==> src/design/nearest_match_index_finder_core_assert.svh <==
// assertion macros for the nearest match index finder
`ifndef NEAREST_MATCH_INDEX_FINDER_CORE_ASSERT_SVH
`define NEAREST_MATCH_INDEX_FINDER_CORE_ASSERT_SVH

`ifndef SYNTH
`define NMIF_ASSERT(label, clk, rst, prop, msg) \
  label: assert property (@(posedge clk) disable iff (rst) prop) else $error(msg);
`define NMIF_ASSERT_NEXT(label, clk, rst, ante, cons, msg) \
  label: assert property (@(posedge clk) disable iff (rst) (ante) |=> (cons)) else $error(msg);
`else
`define NMIF_ASSERT(label, clk, rst, prop, msg)
`define NMIF_ASSERT_NEXT(label, clk, rst, ante, cons, msg)
`endif

`endif

==> src/design/nmif_mod_unit.sv <==
`timescale 1ns / 1ps
`default_nettype none

module nmif_mod_unit #(
  parameter int DIVIDEND_W = 17,
  parameter int DIVISOR_W  = 11
) (
  input  logic                  clk,
  input  logic                  rst,
  input  logic                  start,
  input  logic [DIVIDEND_W-1:0] dividend,
  input  logic [DIVISOR_W-1:0]  divisor,
  output logic                  done,
  output logic [DIVISOR_W-1:0]  rem
);

  localparam int CYC_W = $clog2(DIVIDEND_W + 1);

  logic                  busy;
  logic [CYC_W-1:0]      cycles;
  logic [DIVIDEND_W-1:0] shreg;
  logic [DIVISOR_W-1:0]  divs;
  logic [DIVISOR_W:0]    trial;
  logic                  ge;
  logic [DIVISOR_W-1:0]  rem_next;

  // one restoring step per cycle while busy
  always_comb begin
    trial    = {rem, shreg[DIVIDEND_W-1]};
    ge       = trial >= {1'b0, divs};
    rem_next = ge ? DIVISOR_W'(trial - {1'b0, divs}) : DIVISOR_W'(trial);
  end

  always_ff @(posedge clk) begin
    if (rst) begin
      busy   <= 1'b0;
      done   <= 1'b0;
      cycles <= '0;
    end else begin
      done <= 1'b0;
      if (start) begin
        busy   <= 1'b1;
        cycles <= CYC_W'(DIVIDEND_W);
      end else if (busy) begin
        cycles <= cycles - 1'b1;
        if (cycles == CYC_W'(1)) begin
          busy <= 1'b0;
          done <= 1'b1;
        end
      end
    end
  end

  always_ff @(posedge clk) begin
    if (start) begin
      shreg <= dividend;
      divs  <= divisor;
      rem   <= '0;
    end else if (busy) begin
      shreg <= shreg << 1;
      rem   <= rem_next;
    end
  end

endmodule

`default_nettype wire

==> config.mk <==
export PLATFORM = sky130hd
export DESIGN_NAME = nmif_mod_unit
export DESIGN_NICKNAME = d
export VERILOG_FILES = /design/src/design/nearest_match_index_finder_core_assert.svh /design/src/design/nmif_mod_unit.sv
export SDC_FILE = /design/constraint.sdc
export NUM_CORES = 1
export LEC_CHECK = 0
export BUFFER_PORTS_ARGS = -buffer_cell sky130_fd_sc_hd__clkbuf_2
export CAP_MARGIN = 40
export CORE_MARGIN = 2
export CORE_UTILIZATION = 30
export DETAILED_ROUTE_END_ITERATION = 8
export HOLD_SLACK_MARGIN = 0.05
export PLACE_DENSITY_LB_ADDON = 0.12
export SYNTH_ARGS = -nofsm -noshare
export SYNTH_HDL_FRONTEND = slang
export SYNTH_SLANG_ARGS = --single-unit
==> constraint.sdc <==
create_clock -name clk -period 2.1 [get_ports clk]
set_input_delay 0.525 -clock clk [delete_from_list [all_inputs] [get_ports clk]]
set_output_delay 0.525 -clock clk [all_outputs]
set_load 0.02 [all_outputs]
# Word-level counts from Yosys, hierarchy flattened
# Index checks and enable logic that the tools add are counted.
# totals
ff_bits	46
input_bits	31
output_inout_bits	12
elab_cells	24
# op_classes
addsub	2
order_cmp	1
n_eq_ne	1
mux	9
bitwise	1
reduce_logical	3
# ops
operator	count
two-way mux 17 bit	2
>= comparator 12 x 11 -> 1 bit	1
two-way mux 11 bit	1
subtractor 11 bit	1
two-way mux 5 bit	2
equality test 5 x 1 -> 1 bit (second input constant)	1
subtractor 5 x 1 -> 5 bit (second input constant)	1
two-way mux 1 bit	4
OR reduction 3 bit	1
nonzero test 2 bit	1
OR reduction 2 bit	1
NOT 1 bit	1

# Depth between registers and ports, before layout
# depth
depth_word	4
ltp_mapped	10
depth_no_buf	9

# Worst setup path after synthesis
# Ideal clock, no wire load.
# synth_path
path_kind	flip-flop to flip-flop
startpoint	register rem[0]
endpoint	register rem[4]
t_arrival_ns	2.162
path_slack_ns	-0.153
path_stages_with_launch	9
n_path_buf	0
synth_period_minus_slack_ns	2.253
cell_sequence	dfxtp_1 > inv_1 > fa_1 > nand2b_1 > a21oi_1 > o211a_1 > o2111ai_2 > a211o_1 > a311oi_1
# synth_via
elab_chain_len	2
elab_cells_between_ends	3
classes_between	add/sub (1); order compare (1); mux (1)
# synth_lines
element	line_no	rtl
start: declaration	nmif_mod_unit.sv:14	output logic [DIVISOR_W-1:0] rem
start signal: assignment	nmif_mod_unit.sv:61	rem <= rem_next;
subtractor 11 bit or >= comparator 12 x 11 -> 1 bit (tied branches)	nmif_mod_unit.sv:31, nmif_mod_unit.sv:30	
two-way mux 11 bit (*)	nmif_mod_unit.sv:31	rem_next = ge ? DIVISOR_W'(trial - {1'b0, divs}) : DIVISOR_W'(trial);
# Mark *: on every way between the ends. The rest lies on a longest branch, timed or not.
# A chain may end at the register's enable or synchronous reset.

# Final worst setup path
# layout_path
startpoint	register shreg[16]
endpoint	register rem[2]
# layout_via
elab_chain_len	2
elab_cells_between_ends	3
classes_between	add/sub (1); order compare (1); mux (1)
# layout_lines
element	line_no	rtl
start: declaration	nmif_mod_unit.sv:21	logic [DIVIDEND_W-1:0] shreg;
start signal: assignment	nmif_mod_unit.sv:56	shreg <= dividend;
start signal: assignment	nmif_mod_unit.sv:60	shreg <= shreg << 1;
subtractor 11 bit or >= comparator 12 x 11 -> 1 bit (tied branches)	nmif_mod_unit.sv:31, nmif_mod_unit.sv:30	
two-way mux 11 bit (*)	nmif_mod_unit.sv:31	
# Marks and branches as above.

==> impl_metrics.yaml <==
detailed_routing:
  vias: 2020
  drtIter0Drc: 131
  drtPass1Iterations: 6
  drc_errors: 0
  finalWirelength_um: 6020
  ant_nets: 0
  wl_per_cell_um: 14.8
  avgViaCountPerCell: 4.98
synth:
  synth_area_leader_cell: "edfxtp_1"
  yosysSeqAreaShare_pct: 48.5
  synth_warnings: 0
  synth_area_leaders: "edfxtp_1, dfxtp_1, mux2_2"
  syn_avg_cell_area_um2: 10.8
  synth.distinct_cells: 53
  synth-edff-count: 28
  async_reset_ff_share_pct: 0
  syn_nets: 274
  synth_flop_cell: "edfxtp_1"
  synth_top_area_share_pct: 34.0
  syn-cell-area_um2: 2470
  postSynthCellCount: 229
  synth-seq-cells: 46
place:
  gp_congestion: 0.815
  hpwlAfterDp_um: 4300
  placed_area_um2: 3020
  portBuffers: 42
pwr:
  leakage_uw: 0.00135
  peakVddDrop_v: 0.000258
  power.density_nw_per_um2: 739
timing:
  fmax_mhz: 435
  setup_ws_ns: -0.196
  hold-worst-slack_ns: 0.381
  hold_violations: 0
  relSlewSlack_pct: 72.9
  worst_pin_slew_ns: 0.405
  drv_slew: 0
  rsz0062_at_grt: "yes"
  clock_skew_ns: 0.00659
  finalCriticalPeriod_ns: 2.30
  fin_crit_sh_pct: 109
  finalSetupViolCount: 11
grt:
  antenna_found_initial: 0
  grt_overflow: 0
  grt_pass1_wl_um: 9520
  grt_pass1_vias: 1869
  grtUsageTotal_pct: 14.0
  grt_max_degree: 21
cells_and_area:
  final_area_um2: 3260
  diodes: 0
  fin_nets: 345
  syn_to_final_growth_pct: 31.6
  final_util_pct: 40.3
  fillers: 849
  layout-drive-gt1-share_pct: 42.5
floorplan:
  die_w_um: 94.8
  design.core.area_um2: 8090
  io_pins: 43
  die_h_um: 94.8
  die_area_um2: 8990
  start_util_pct: 30.6
  fp-row-count: 33
hold_path:
  min_path_cells: 1
  min_path_type: "primary input to flip-flop"
clock_tree:
  clkTransAtPathRegs_ns: 0.10
  cts_buffers: 5
  cts_buffer_depth: 2
  cts_root_buf: "clkbuf_8"
  ctsHoldBuffers: 0
  cts_tree: "done"
  clk_latency_ns: 0.32
  htreeDepth: 2
  clock_sinks: 46
setup_path:
  worstPathRequired_ns: 2.32
  cp-end-kind: "flip-flop"
  reg2reg_depth: 9
  start_kind: "flip-flop"
  path_max_fanout: 8
  worstSetupPathType: "flip-flop to flip-flop"
  arrival_ns: 2.51
run:
  drv_cap: 0
outcome:
  status: "complete, but fails checks"
  violations: "negative setup slack"
-- where the power goes --
| part | leakage (µW) | internal (µW) | switching [µW] | total (µW) |
|---|---|---|---|---|
| registers | 0.000429 | 1050 | 43.9 | 1090 |
| clock network | 0.0000447 | 241 | 349 | 590 |
| logic | 0.000875 | 337 | 387 | 724 |
| total | 0.00135 | 1630 | 780 | 2410 |
-- final timing paths --
| path | startpoint | to | slack (ns) |
|---|---|---|---|
| hold / removal | divisor[1] | divs[1] | 0.38 |
| setup / recovery | shreg[16] | rem[2] | -0.20 |
| setup reg to reg | shreg[16] | rem[2] | -0.20 |
| hold reg to reg | cycles[1] | cycles[1] | 0.51 |
-- final cells by class --
class | count | area, µm² | area share, %
flip-flops and latches | 46 | 1210 | 37.0
inverters | 17 | 63.8 | 1.96
clock buffers | 5 | 68.8 | 2.11
clock inverters | 3 | 25.0 | 0.768
repair buffers | 74 | 487 | 14.9
multi-input cells | 156 | 1280 | 39.2
well taps | 105 | 131 | 4.03
-- kinds of logic after synthesis --
family | after synthesis | synth area share (%)
simple gates | 62 | 12.7
compound gates | 53 | 15.8
flops | 46 | 48.5
buf+inv | 27 | 4.25
mux | 18 | 8.14
fa+ha+maj | 14 | 7.38
xor+xnor | 9 | 3.18
-- critical path: stages, from the launching register on --
cell and delay [ns]:
edfxtp_1 0.36, inv_1 0.05, ha_2 0.19, fa_2 0.34, nand2b_4 0.15, a21oi_2 0.14
o211a_1 0.23, o2111a_2 0.34, o21ai_1 0.11, a311oi_1 0.29
-- what timing repair did --
item                       CTS  global route
resized for setup           13            12
pin swaps                   15             8
setup buffers                2             3
setup endpoints to repair   11            11
-- cells in the mapped netlist (all sizes together) (2+ instances only) --
cell type / n
nand2: 7
mux2: 17
nor2: 23
xor2: 5
nor4: 2
a2111oi: 2
nor2b: 4
nand2b: 3
a211oi: 3
o21ai: 13
o2111ai: 2
nand3: 8
xnor2: 4
ha: 13
nor4b: 2
dfxtp: 18
a21o: 2
buf: 3
clkbuf: 7
a211o: 2
a311oi: 7
a21oi: 10
nor3: 4
inv: 16
edfxtp: 28
o21a: 2
-- per-stage QoR --
stage	power (µW)	TNS (ns)	instances	setup slack, ns
floorplan	1520	-0.0166	229	-0.0166
global placement	1770	-0.672	393	-0.0997
detailed placement	1770	-0.945	393	-0.164
CTS	2400	-1.06	403	-0.134
global route	2560	-2.99	406	-0.324
finish	2410	-1.55	406	-0.196
-- layer usage --
metal  routed length (µm)  track usage [%]  vias up
met4                  118             5.80        0
li1                     -                -      990
met2                 2870             22.3       51
met3                  257             3.03        8
met5                    0                0        -
met1                 2780             18.4      971
-- placed cells by master, fill, tap and decap left out, types with 4 or more instances in the layout --
master    netlist  routed
clkbuf_2        0      42
edfxtp_1       28      28
buf_4           0      27
nor2_1         22      21
mux2_2         17      17
inv_1          16      16
dfxtp_1        18      14
ha_1           13      12
nand2_1         7       7
a21oi_1        10       7
nand3_1         8       7
o21ai_0        12       7
xor2_1          5       5
clkbuf_8        0       5
o21ai_1         1       4
nor2b_1         4       4
a311oi_2        0       4
xnor2_1         4       4
nor3_1          4       4
dfxtp_2         0       4
-- flip-flops by register name, indices dropped and copies added, names as in the netlist --
register  cells
busy          1
cycles        5
divs         11
done          1
rem          11
shreg        17
No activity file was read; power rests on OpenSTA's default activity.
